### src/design/swc_pkg.sv
// ----------------------------------------------------------------------------
// swc_pkg
// Shared types, codes and fixed-point helpers of the swept box collision clamp.
// ----------------------------------------------------------------------------
package swc_pkg;

    // field widths
    localparam int POS_W   = 24;
    localparam int SIZE_W  = 20;
    localparam int DELTA_W = 17;
    localparam int IDX_W   = 4;
    localparam int KIND_W  = 2;
    localparam int SKIP_N  = 16;
    localparam int FRAC_W  = 8;

    // internal coordinate width, wide enough for position + size + delta sums
    localparam int COORD_W = 28;

    typedef logic signed [COORD_W-1:0] coord_t;

    // item codes
    localparam logic CMD_WRITE = 1'b0;
    localparam logic CMD_QUERY = 1'b1;
    localparam logic AXIS_H    = 1'b0;
    localparam logic AXIS_V    = 1'b1;

    // entry kinds; the remaining code behaves as empty
    localparam logic [KIND_W-1:0] KIND_EMPTY  = 2'd0;
    localparam logic [KIND_W-1:0] KIND_SOLID  = 2'd1;
    localparam logic [KIND_W-1:0] KIND_ONEWAY = 2'd2;

    // saturation limits of the result delta
    localparam coord_t DELTA_MAX_C = coord_t'(65535);
    localparam coord_t DELTA_MIN_C = coord_t'(-65536);

    // geometry and kind of one table entry
    typedef struct packed {
        logic signed [POS_W-1:0] x;
        logic signed [POS_W-1:0] y;
        logic [SIZE_W-1:0]       w;
        logic [SIZE_W-1:0]       h;
        logic [KIND_W-1:0]       kind;
    } entry_t;

    // registered table read
    typedef struct packed {
        logic   vld;
        logic   written;
        entry_t ent;
    } tbl_rd_t;

    // mover and trail bounds, fixed for the length of one query
    typedef struct packed {
        coord_t t_x0;
        coord_t t_x1;
        coord_t t_y0;
        coord_t t_y1;
        coord_t m_x0;
        coord_t m_x1;
        coord_t m_y0;
        coord_t m_y1;
        coord_t near;
        coord_t far;
    } geom_t;

    // per-entry verdict from the evaluation pipe
    typedef struct packed {
        logic   vld;
        logic   active;
        logic   oneway;
        logic   lmatch;
        logic   skip;
        logic   hit_trail;
        logic   hit_mover;
        coord_t c_neg;
        coord_t c_pos;
    } eval_res_t;

    function automatic coord_t sx_pos(input logic [POS_W-1:0] v);
        return {{(COORD_W-POS_W){v[POS_W-1]}}, v};
    endfunction

    function automatic coord_t zx_size(input logic [SIZE_W-1:0] v);
        return {{(COORD_W-SIZE_W){1'b0}}, v};
    endfunction

    function automatic coord_t sx_delta(input logic [DELTA_W-1:0] v);
        return {{(COORD_W-DELTA_W){v[DELTA_W-1]}}, v};
    endfunction

    // floor to a whole unit: clear the fraction
    function automatic coord_t flo(input coord_t v);
        return {v[COORD_W-1:FRAC_W], {FRAC_W{1'b0}}};
    endfunction

endpackage

### src/design/swc_table.sv
// ----------------------------------------------------------------------------
// swc_table
// Entry table: one write port, one registered read port, per-entry written flags.
// ----------------------------------------------------------------------------
module swc_table
    import swc_pkg::*;
#(
    parameter int MAX_BODIES = 16,
    parameter int LAYER_BITS = 8
) (
    input  logic                            aclk,
    input  logic                            aresetn,
    input  logic                            wr_en,
    input  logic [((MAX_BODIES > 1) ? $clog2(MAX_BODIES) : 1)-1:0] wr_addr,
    input  entry_t                          wr_ent,
    input  logic [LAYER_BITS-1:0]           wr_layer,
    input  logic [LAYER_BITS-1:0]           wr_mask,
    input  logic                            rd_en,
    input  logic [((MAX_BODIES > 1) ? $clog2(MAX_BODIES) : 1)-1:0] rd_addr,
    output tbl_rd_t                         rd,
    output logic [LAYER_BITS-1:0]           rd_layer,
    output logic [LAYER_BITS-1:0]           rd_mask,
    output logic [((MAX_BODIES > 1) ? $clog2(MAX_BODIES) : 1)-1:0] rd_idx
);

    localparam int AW = (MAX_BODIES > 1) ? $clog2(MAX_BODIES) : 1;

    entry_t                mem_ent   [MAX_BODIES];
    logic [LAYER_BITS-1:0] mem_layer [MAX_BODIES];
    logic [LAYER_BITS-1:0] mem_mask  [MAX_BODIES];
    logic [MAX_BODIES-1:0] written_reg;
    logic                  rd_vld_reg;
    logic                  rd_written_reg;
    entry_t                rd_ent_reg;
    logic [LAYER_BITS-1:0] rd_layer_reg;
    logic [LAYER_BITS-1:0] rd_mask_reg;
    logic [AW-1:0]         rd_idx_reg;

    // payload memory write
    always_ff @(posedge aclk) begin
        if (wr_en) begin
            mem_ent[wr_addr]   <= wr_ent;
            mem_layer[wr_addr] <= wr_layer;
            mem_mask[wr_addr]  <= wr_mask;
        end
    end

    // written flags, an unwritten entry reads as empty
    always_ff @(posedge aclk) begin
        if (!aresetn) begin
            written_reg <= '0;
        end else if (wr_en) begin
            written_reg[wr_addr] <= 1'b1;
        end
    end

    // registered read
    always_ff @(posedge aclk) begin
        rd_ent_reg     <= mem_ent[rd_addr];
        rd_layer_reg   <= mem_layer[rd_addr];
        rd_mask_reg    <= mem_mask[rd_addr];
        rd_written_reg <= written_reg[rd_addr];
        rd_idx_reg     <= rd_addr;
    end

    always_ff @(posedge aclk) begin
        if (!aresetn) begin
            rd_vld_reg <= 1'b0;
        end else begin
            rd_vld_reg <= rd_en;
        end
    end

    assign rd.vld     = rd_vld_reg;
    assign rd.written = rd_written_reg;
    assign rd.ent     = rd_ent_reg;
    assign rd_layer   = rd_layer_reg;
    assign rd_mask    = rd_mask_reg;
    assign rd_idx     = rd_idx_reg;

endmodule

### src/design/swc_eval.sv
// ----------------------------------------------------------------------------
// swc_eval
// Shared two-stage entry evaluator: edge sums, then overlap tests and clamp
// candidates, one table entry per cycle.
// ----------------------------------------------------------------------------
module swc_eval
    import swc_pkg::*;
#(
    parameter int MAX_BODIES = 16,
    parameter int LAYER_BITS = 8
) (
    input  logic                  aclk,
    input  logic                  aresetn,
    input  tbl_rd_t               rd,
    input  logic [LAYER_BITS-1:0] rd_layer,
    input  logic [LAYER_BITS-1:0] rd_mask,
    input  logic [((MAX_BODIES > 1) ? $clog2(MAX_BODIES) : 1)-1:0] rd_idx,
    input  geom_t                 geom,
    input  logic                  axis,
    input  logic [LAYER_BITS-1:0] mv_layer,
    input  logic [LAYER_BITS-1:0] mv_mask,
    input  logic [SKIP_N-1:0]     skip_set,
    output eval_res_t             res,
    output logic                  busy
);

    logic   a_vld_reg;
    logic   a_active_reg;
    logic   a_oneway_reg;
    logic   a_lmatch_reg;
    logic   a_skip_reg;
    coord_t a_x0_reg;
    coord_t a_x1_reg;
    coord_t a_y0_reg;
    coord_t a_y1_reg;
    coord_t a_far_reg;
    coord_t a_near_reg;

    logic   b_vld_reg;
    logic   b_active_reg;
    logic   b_oneway_reg;
    logic   b_lmatch_reg;
    logic   b_skip_reg;
    logic   b_trail_reg;
    logic   b_mover_reg;
    coord_t b_neg_reg;
    coord_t b_pos_reg;

    coord_t ex_f;
    coord_t ey_f;
    logic   in_skip_range;

    assign ex_f          = flo(sx_pos(rd.ent.x));
    assign ey_f          = flo(sx_pos(rd.ent.y));
    assign in_skip_range = (32'(rd_idx) < 32'(SKIP_N));

    // stage a: floored entry edges, raw far edge, match flags
    always_ff @(posedge aclk) begin
        a_active_reg <= rd.written
                        && (rd.ent.kind == KIND_SOLID || rd.ent.kind == KIND_ONEWAY);
        a_oneway_reg <= (rd.ent.kind == KIND_ONEWAY);
        a_lmatch_reg <= ((mv_mask & rd_layer) | (mv_layer & rd_mask)) != '0;
        a_skip_reg   <= in_skip_range && skip_set[4'(rd_idx)];
        a_x0_reg     <= ex_f;
        a_x1_reg     <= ex_f + flo(zx_size(rd.ent.w));
        a_y0_reg     <= ey_f;
        a_y1_reg     <= ey_f + flo(zx_size(rd.ent.h));
        if (axis == AXIS_H) begin
            a_far_reg  <= sx_pos(rd.ent.x) + zx_size(rd.ent.w);
            a_near_reg <= ex_f;
        end else begin
            a_far_reg  <= sx_pos(rd.ent.y) + zx_size(rd.ent.h);
            a_near_reg <= ey_f;
        end
    end

    // stage b: strict overlap tests and the two clamp candidates
    always_ff @(posedge aclk) begin
        b_active_reg <= a_active_reg;
        b_oneway_reg <= a_oneway_reg;
        b_lmatch_reg <= a_lmatch_reg;
        b_skip_reg   <= a_skip_reg;
        b_trail_reg  <= (geom.t_x0 < a_x1_reg) && (geom.t_x1 > a_x0_reg)
                        && (geom.t_y0 < a_y1_reg) && (geom.t_y1 > a_y0_reg);
        b_mover_reg  <= (geom.m_x0 < a_x1_reg) && (geom.m_x1 > a_x0_reg)
                        && (geom.m_y0 < a_y1_reg) && (geom.m_y1 > a_y0_reg);
        b_neg_reg    <= flo(a_far_reg) - geom.near;
        b_pos_reg    <= a_near_reg - geom.far;
    end

    // stage valids
    always_ff @(posedge aclk) begin
        if (!aresetn) begin
            a_vld_reg <= 1'b0;
            b_vld_reg <= 1'b0;
        end else begin
            a_vld_reg <= rd.vld;
            b_vld_reg <= a_vld_reg;
        end
    end

    assign res.vld       = b_vld_reg;
    assign res.active    = b_active_reg;
    assign res.oneway    = b_oneway_reg;
    assign res.lmatch    = b_lmatch_reg;
    assign res.skip      = b_skip_reg;
    assign res.hit_trail = b_trail_reg;
    assign res.hit_mover = b_mover_reg;
    assign res.c_neg     = b_neg_reg;
    assign res.c_pos     = b_pos_reg;
    assign busy          = a_vld_reg || b_vld_reg;

endmodule

### src/design/swept_box_collision_clamp.sv
// ----------------------------------------------------------------------------
// swept_box_collision_clamp
// Box table with a swept-box query that clamps a move against matching entries.
//
//   channel | dir | handshake          | payload
//   --------+-----+--------------------+--------------------------------------
//   s_      | in  | s_valid / s_ready  | cmd, entry, box, layers, axis, delta
//   m_      | out | m_valid / m_ready  | allowed_delta, blocked, was_query
//
// A write beat goes from accept through the acknowledge state to the result
// load. A query beat runs two set-up states, one table read per entry through
// the shared evaluator, a drain state until its pipe is empty, one result state.
// s_ready is high only while idle, at best the cycle after the result loads.
// A result still waiting in the output register holds the next in its last state.
// Reset clears the sequencer, the output valid and the entry written flags.
// ----------------------------------------------------------------------------
module swept_box_collision_clamp
    import swc_pkg::*;
#(
    parameter int MAX_BODIES = 16,
    parameter int LAYER_BITS = 8
) (
    input  logic                     aclk,
    input  logic                     aresetn,
    input  logic                     s_valid,
    output logic                     s_ready,
    input  logic                     s_cmd,
    input  logic [IDX_W-1:0]         s_entry_index,
    input  logic signed [POS_W-1:0]  s_box_x,
    input  logic signed [POS_W-1:0]  s_box_y,
    input  logic [SIZE_W-1:0]        s_box_width,
    input  logic [SIZE_W-1:0]        s_box_height,
    input  logic [LAYER_BITS-1:0]    s_layer_bits,
    input  logic [LAYER_BITS-1:0]    s_mask_bits,
    input  logic [KIND_W-1:0]        s_entry_kind_in,
    input  logic                     s_axis,
    input  logic signed [DELTA_W-1:0] s_delta,
    input  logic [SKIP_N-1:0]        s_skip_set,
    output logic                     m_valid,
    input  logic                     m_ready,
    output logic signed [DELTA_W-1:0] m_allowed_delta,
    output logic                     m_blocked,
    output logic                     m_was_query
);

    localparam int AW = (MAX_BODIES > 1) ? $clog2(MAX_BODIES) : 1;

    typedef enum logic [6:0] {
        ST_IDLE   = 7'b0000001,
        ST_SETUP1 = 7'b0000010,
        ST_SETUP2 = 7'b0000100,
        ST_SCAN   = 7'b0001000,
        ST_DRAIN  = 7'b0010000,
        ST_FIN    = 7'b0100000,
        ST_WACK   = 7'b1000000
    } state_t;

    state_t state_reg, state_next;

    logic [AW-1:0]           cnt_reg, cnt_next;
    logic signed [POS_W-1:0] q_x_reg, q_y_reg;
    logic [SIZE_W-1:0]       q_w_reg, q_h_reg;
    logic [LAYER_BITS-1:0]   q_layer_reg, q_mask_reg;
    logic                    q_axis_reg;
    logic [DELTA_W-1:0]      q_req_reg;
    logic [SKIP_N-1:0]       q_skip_reg;
    geom_t                   geom_reg;
    coord_t                  d_reg, d_next;

    logic                    m_valid_reg, m_valid_next;
    logic [DELTA_W-1:0]      m_delta_reg;
    logic                    m_blocked_reg;
    logic                    m_query_reg;

    logic                    accept;
    logic                    wr_en;
    logic                    rd_en;
    logic                    slot_free;
    logic                    load_out;
    entry_t                  wr_ent;
    tbl_rd_t                 rd;
    logic [LAYER_BITS-1:0]   rd_layer, rd_mask;
    logic [AW-1:0]           rd_idx;
    eval_res_t               res;
    logic                    ev_busy;

    coord_t                  fx, fy, fw, fh, req_c, ad_c, sel_c;
    logic                    req_neg, req_pos;
    logic                    take;
    logic                    d_neg;
    coord_t                  d_sat;

    assign s_ready   = (state_reg == ST_IDLE);
    assign accept    = s_valid && s_ready;
    assign wr_en     = accept && (s_cmd == CMD_WRITE)
                       && (32'(s_entry_index) < 32'(MAX_BODIES));
    assign rd_en     = (state_reg == ST_SCAN);
    assign slot_free = !m_valid_reg || m_ready;
    assign load_out  = slot_free && (state_reg == ST_FIN || state_reg == ST_WACK);

    assign wr_ent.x    = s_box_x;
    assign wr_ent.y    = s_box_y;
    assign wr_ent.w    = s_box_width;
    assign wr_ent.h    = s_box_height;
    assign wr_ent.kind = s_entry_kind_in;

    swc_table #(
        .MAX_BODIES (MAX_BODIES),
        .LAYER_BITS (LAYER_BITS)
    ) u_table (
        .aclk     (aclk),
        .aresetn  (aresetn),
        .wr_en    (wr_en),
        .wr_addr  (AW'(s_entry_index)),
        .wr_ent   (wr_ent),
        .wr_layer (s_layer_bits),
        .wr_mask  (s_mask_bits),
        .rd_en    (rd_en),
        .rd_addr  (cnt_reg),
        .rd       (rd),
        .rd_layer (rd_layer),
        .rd_mask  (rd_mask),
        .rd_idx   (rd_idx)
    );

    swc_eval #(
        .MAX_BODIES (MAX_BODIES),
        .LAYER_BITS (LAYER_BITS)
    ) u_eval (
        .aclk     (aclk),
        .aresetn  (aresetn),
        .rd       (rd),
        .rd_layer (rd_layer),
        .rd_mask  (rd_mask),
        .rd_idx   (rd_idx),
        .geom     (geom_reg),
        .axis     (q_axis_reg),
        .mv_layer (q_layer_reg),
        .mv_mask  (q_mask_reg),
        .skip_set (q_skip_reg),
        .res      (res),
        .busy     (ev_busy)
    );

    // query capture
    always_ff @(posedge aclk) begin
        if (accept) begin
            q_x_reg     <= s_box_x;
            q_y_reg     <= s_box_y;
            q_w_reg     <= s_box_width;
            q_h_reg     <= s_box_height;
            q_layer_reg <= s_layer_bits;
            q_mask_reg  <= s_mask_bits;
            q_axis_reg  <= s_axis;
            q_req_reg   <= s_delta;
            q_skip_reg  <= s_skip_set;
        end
    end

    // mover floors and trail start terms
    assign fx      = flo(sx_pos(q_x_reg));
    assign fy      = flo(sx_pos(q_y_reg));
    assign fw      = flo(zx_size(q_w_reg));
    assign fh      = flo(zx_size(q_h_reg));
    assign req_c   = sx_delta(q_req_reg);
    assign req_neg = q_req_reg[DELTA_W-1];
    assign req_pos = !req_neg && (q_req_reg != '0);
    assign ad_c    = req_neg ? -req_c : req_c;
    assign sel_c   = req_pos ? zx_size((q_axis_reg == AXIS_H) ? q_w_reg : q_h_reg) : req_c;

    // trail and mover bounds
    always_ff @(posedge aclk) begin
        if (state_reg == ST_SETUP1) begin
            geom_reg.m_x0 <= fx;
            geom_reg.m_x1 <= fx + fw;
            geom_reg.m_y0 <= fy;
            geom_reg.m_y1 <= fy + fh;
            if (q_axis_reg == AXIS_H) begin
                geom_reg.t_x0 <= sx_pos(q_x_reg) + sel_c;
                geom_reg.t_x1 <= sx_pos(q_x_reg) + sel_c;
                geom_reg.t_y0 <= fy;
                geom_reg.t_y1 <= fy + fh;
                geom_reg.near <= fx;
                geom_reg.far  <= flo(sx_pos(q_x_reg) + zx_size(q_w_reg));
            end else begin
                geom_reg.t_x0 <= fx;
                geom_reg.t_x1 <= fx + fw;
                geom_reg.t_y0 <= sx_pos(q_y_reg) + sel_c;
                geom_reg.t_y1 <= sx_pos(q_y_reg) + sel_c;
                geom_reg.near <= fy;
                geom_reg.far  <= flo(sx_pos(q_y_reg) + zx_size(q_h_reg));
            end
        end else if (state_reg == ST_SETUP2) begin
            if (q_axis_reg == AXIS_H) begin
                geom_reg.t_x1 <= geom_reg.t_x0 + ad_c;
            end else begin
                geom_reg.t_y1 <= geom_reg.t_y0 + ad_c;
            end
        end
    end

    // running delta update from the evaluator verdict
    assign d_neg = d_reg[COORD_W-1];
    assign take  = res.vld && res.active && res.hit_trail && res.lmatch && !res.skip
                   && !res.hit_mover && !(res.oneway && (q_axis_reg == AXIS_H || d_neg));

    always_comb begin
        d_next = d_reg;
        if (state_reg == ST_SETUP1) begin
            d_next = req_c;
        end else if (take) begin
            if (d_neg) begin
                d_next = (res.c_neg > d_reg) ? res.c_neg : d_reg;
            end else begin
                d_next = (res.c_pos < d_reg) ? res.c_pos : d_reg;
            end
        end
    end

    always_ff @(posedge aclk) begin
        d_reg <= d_next;
    end

    // saturate to the result range
    always_comb begin
        priority if (d_reg > DELTA_MAX_C) begin
            d_sat = DELTA_MAX_C;
        end else if (d_reg < DELTA_MIN_C) begin
            d_sat = DELTA_MIN_C;
        end else begin
            d_sat = d_reg;
        end
    end

    // sequencer
    always_comb begin
        state_next = state_reg;
        cnt_next   = cnt_reg;
        unique case (state_reg)
            ST_IDLE: begin
                cnt_next = '0;
                if (accept) begin
                    state_next = (s_cmd == CMD_QUERY) ? ST_SETUP1 : ST_WACK;
                end
            end
            ST_SETUP1: state_next = ST_SETUP2;
            ST_SETUP2: state_next = ST_SCAN;
            ST_SCAN: begin
                if (cnt_reg == AW'(MAX_BODIES - 1)) begin
                    state_next = ST_DRAIN;
                end else begin
                    cnt_next = cnt_reg + 1'b1;
                end
            end
            ST_DRAIN: begin
                if (!rd.vld && !ev_busy) begin
                    state_next = ST_FIN;
                end
            end
            ST_FIN, ST_WACK: begin
                if (slot_free) begin
                    state_next = ST_IDLE;
                end
            end
            default: state_next = ST_IDLE;
        endcase
    end

    always_ff @(posedge aclk) begin
        if (!aresetn) begin
            state_reg <= ST_IDLE;
            cnt_reg   <= '0;
        end else begin
            state_reg <= state_next;
            cnt_reg   <= cnt_next;
        end
    end

    // output register
    always_comb begin
        m_valid_next = m_valid_reg;
        if (load_out) begin
            m_valid_next = 1'b1;
        end else if (m_ready) begin
            m_valid_next = 1'b0;
        end
    end

    always_ff @(posedge aclk) begin
        if (!aresetn) begin
            m_valid_reg <= 1'b0;
        end else begin
            m_valid_reg <= m_valid_next;
        end
    end

    always_ff @(posedge aclk) begin
        if (load_out) begin
            if (state_reg == ST_FIN) begin
                m_delta_reg   <= d_sat[DELTA_W-1:0];
                m_blocked_reg <= (d_sat != req_c);
                m_query_reg   <= 1'b1;
            end else begin
                m_delta_reg   <= '0;
                m_blocked_reg <= 1'b0;
                m_query_reg   <= 1'b0;
            end
        end
    end

    assign m_valid         = m_valid_reg;
    assign m_allowed_delta = m_delta_reg;
    assign m_blocked       = m_blocked_reg;
    assign m_was_query     = m_query_reg;

endmodule

### config.mk
export PLATFORM = sky130hd
export DESIGN_NAME = swept_box_collision_clamp
export DESIGN_NICKNAME = d
export VERILOG_FILES = /design/src/design/swc_pkg.sv /design/src/design/swc_table.sv /design/src/design/swc_eval.sv /design/src/design/swept_box_collision_clamp.sv
export SDC_FILE = /design/constraint.sdc
export NUM_CORES = 2
export LEC_CHECK = 0
export BUFFER_PORTS_ARGS = -buffer_cell sky130_fd_sc_hd__buf_2
export CAP_MARGIN = 20
export CORE_ASPECT_RATIO = 0.6
export CORE_MARGIN = 2
export CORE_UTILIZATION = 57
export CTS_CLUSTER_SIZE = 14
export DETAILED_ROUTE_END_ITERATION = 10
export HOLD_SLACK_MARGIN = 0.08
export PLACE_DENSITY = 0.74
export REMOVE_ABC_BUFFERS = 1
export SLEW_MARGIN = 20
export SYNTH_ARGS = -nofsm -noshare
export SYNTH_HDL_FRONTEND = slang
export SYNTH_SLANG_ARGS = --single-unit
### constraint.sdc
create_clock -name aclk -period 13.4 [get_ports aclk]
set_input_delay 1.34 -clock aclk [delete_from_list [all_inputs] [get_ports aclk]]
set_output_delay 1.34 -clock aclk [all_outputs]
set_load 0.01 [all_outputs]
==> results.json <==
{
  "outcome": "completed",
  "start_util_pct": 57.6,
  "grt_max_degree": 127,
  "cpMostUsedCell": "or3_4",
  "intPower_mw": 12.6,
  "final_hold_viol_count": 0,
  "ys_seq_elements": 2383,
  "cts_max_path_buffers": 4,
  "remaining_drc_errors": 0,
  "clock-sinks": 2383,
  "rrSetupSlack_ps": 6540,
  "arrival_ps": 7550,
  "crit_required_ps": 14090,
  "p_sw_mw": 4.40,
  "die_area_mm2": 0.181,
  "fin_crit_ps": 6860,
  "grt_first_pass_wirelength_mm": 392,
  "area_delta_synth_final_pct": 10.5,
  "placed_area_mm2": 0.105,
  "timing.final.crit_share_pct": 51.2,
  "final_nets": 6835,
  "chipHeight_um": 331,
  "mostFrequentLayoutCells": "edfxtp_1 (2092), mux4_2 (540), ha_1 (400)",
  "place_congestion": 0.996,
  "die_x_um": 549,
  "cts_setup_buffers": 0,
  "num_vias": 57600,
  "dr.pass1.iters": 6,
  "cts_hold_buf": 0,
  "fmax_mhz": 146,
  "synth_area_leaders": "edfxtp_1 (62%), mux4_2 (12%), dfxtp_1 (5.7%)",
  "fin_util_pct": 63.6,
  "htreeDepth": 4,
  "final.setup_skew_ps": 45.2,
  "track_usage_pct": 30.3,
  "criticalPathCategory": "reg2reg",
  "grt_setup_unrepaired": "false",
  "clkLatencyLatePin_ps": 860,
  "worst_pin_slew_ps": 1400,
  "post-synth-top-area-cell": "edfxtp_1",
  "root_buffer": "clkbuf_16",
  "drv_slew": 0,
  "ios": 170,
  "post-dp-hpwl_mm": 176,
  "routed_wirelength_mm": 276,
  "synth_cell_types": 82,
  "worstSetupEndpointType": "flop",
  "crit_slowest_cell": "a221oi_1",
  "grt.overflow.total": 0,
  "syn_inst": 6016,
  "yosysWarnings": 0,
  "finalPower_mw": 17.0,
  "synth.cell_area_mm2": 0.101,
  "holdCritPathClass": "reg2reg",
  "p_clk_share_pct": 35.6,
  "relSlewSlack_pct": 5.19,
  "largest_reg_flops": 1440,
  "p_leak_nw": 38.3,
  "std_cell_rows": 119,
  "synth_ff_type": "edfxtp_1",
  "post-place-ws_ps": 6760,
  "avgRoutedWirePerCell_um": 31.3,
  "crit_chain": "or4_1 > or3_4 > or3_4 > nor3_4 > nor2_4 > nor2_1 > a21oi_1 > ha_1 > fa_1 > a21o_1 > a221oi_1 > a211oi_1 > o31ai_1 > a21boi_0 > o21ai_0 > xnor2_1 > nand2_1 > a31oi_1",
  "port_buffers": 169,
  "synth_edf_count": 2092,
  "drive_gt1_share_pct": 18.4,
  "yosysSeqAreaShare_pct": 67.7,
  "start_kind": "flop",
  "crit_fanout": 28,
  "worst_slack_ps": 6540,
  "core_region_area_mm2": 0.176,
  "numCtsBuffers": 214,
  "slowest_delay_ps": 650,
  "viasPerCell": 6.53,
  "finalSetupViolations": 0,
  "cts_tree": "built",
  "fin_tns_setup_ps": 0,
  "power_density_mw_per_mm2": 152,
  "first_iter_violations": 8072,
  "max-vdd-ir-drop_v": 0.000113,
  "cts-resized-gates": 0,
  "grt_pass1_vias": 55300,
  "maxCapViolations": 0,
  "async_reset_ff_share_pct": 0,
  "holdWs_ps": 326,
  "switching_share_pct": 25.9,
  "clk_pin_slew_worst_paths_ps": 80,
  "drtAntennaViolNets": 0,
  "seqPwrFrac_pct": 50.6,
  "final_area_mm2": 0.112,
  "dp.cells": 8419,
  "final_cells": 8820,
  "avgSynthCellArea_um2": 16.9,
  "comb_power_share_pct": 13.8,
  "layout_commonest_cell": "edfxtp_1",
  "synth_top_area_share_pct": 62.0,
  "antenna_found_initial": 42
}
power groups by stage:
stage,clock network [mW],registers (mW),logic (mW)
3_5_place_dp,0,8.75,2.25
2_1_floorplan,0,8.68,1.47
6_report,6.05,8.60,2.35
3_3_place_gp,0,8.75,2.22
4_1_cts,6.12,8.60,2.27
5_1_grt,6.38,8.61,2.52
cells by family (layout without fill, tap and decap cells):
kind of cell,count (synthesis),in the layout,share of synthesized area [%]
other,1,36,0.00370
adder cells (fa/ha/maj),410,410,5.13
AO/OA/AOI/OAI,986,986,6.12
flip-flops,2383,2383,67.7
XOR/XNOR,235,235,2.03
buffers and inverters,455,865,1.71
multiplexers,624,624,12.9
AND/OR/NAND/NOR,922,922,4.43
routing by layer:
metal | global-route usage, % | routed length [um] | vias up | part of all wire [%]
met4 | 7.65 | 7160 | 22 | 2.6
li1 | - | - | 24400 | -
met3 | 9.62 | 35300 | 399 | 13
met1 | 45.8 | 115000 | 29300 | 42
met5 | 0 | 137 | - | 0.050
met2 | 43.1 | 118000 | 3505 | 43
cell usage after synthesis (12+ instances only):
cell type	instances
edfxtp_1	2092
mux4_2	540
ha_1	400
a21oi_1	309
dfxtp_1	291
nor2_1	251
nand2_1	245
inv_1	221
o21ai_0	208
clkbuf_1	180
xnor2_1	158
a21o_1	133
xor2_1	77
nand3_1	72
nand4_1	56
nor2b_1	53
nor3_1	51
buf_1	47
mux2i_1	44
nand2b_1	41
mux2_2	40
o21bai_1	40
o21a_1	35
a211oi_1	32
and3_1	30
a31oi_1	29
and2_1	29
o211ai_1	29
o31ai_1	22
a21boi_0	17
or3_1	17
nor4_1	13
o22ai_1	13
a2111oi_0	12
a221oi_1	12
critical path: cells and delay by family, from the launching register on:
family	cells	cell delay [ps]
compound gates	8	2750
fa+ha+maj	2	710
flops	1	550
xor+xnor	1	170
simple gates	7	2510
cell type report:
cell class / instances / area [um2]
Fill cell: 12100 / 64100
Clock inverter: 42 / 544
Tap cell: 2359 / 2950
Inverter: 222 / 841
Antenna cell: 16 / 40.0
Clock buffer: 343 / 6180
Multi-Input combinational cell: 3197 / 31300
Sequential cell: 2383 / 68700
Timing Repair Buffer: 258 / 1590
path summary, 6_finish.rpt:
kind                                  start                         to  cells after the start
setup / recovery     q_req_reg[3]$_DFFE_PP_    geom_reg[188]$_DFFE_PP_                     18
hold reg to reg   u_eval.a_skip_reg$_DFF_P_  u_eval.b_skip_reg$_DFF_P_                      0
hold / removal    u_eval.a_skip_reg$_DFF_P_  u_eval.b_skip_reg$_DFF_P_                      0
setup reg to reg     q_req_reg[3]$_DFFE_PP_    geom_reg[188]$_DFFE_PP_                     18
(Power assumes the default switching activity.)
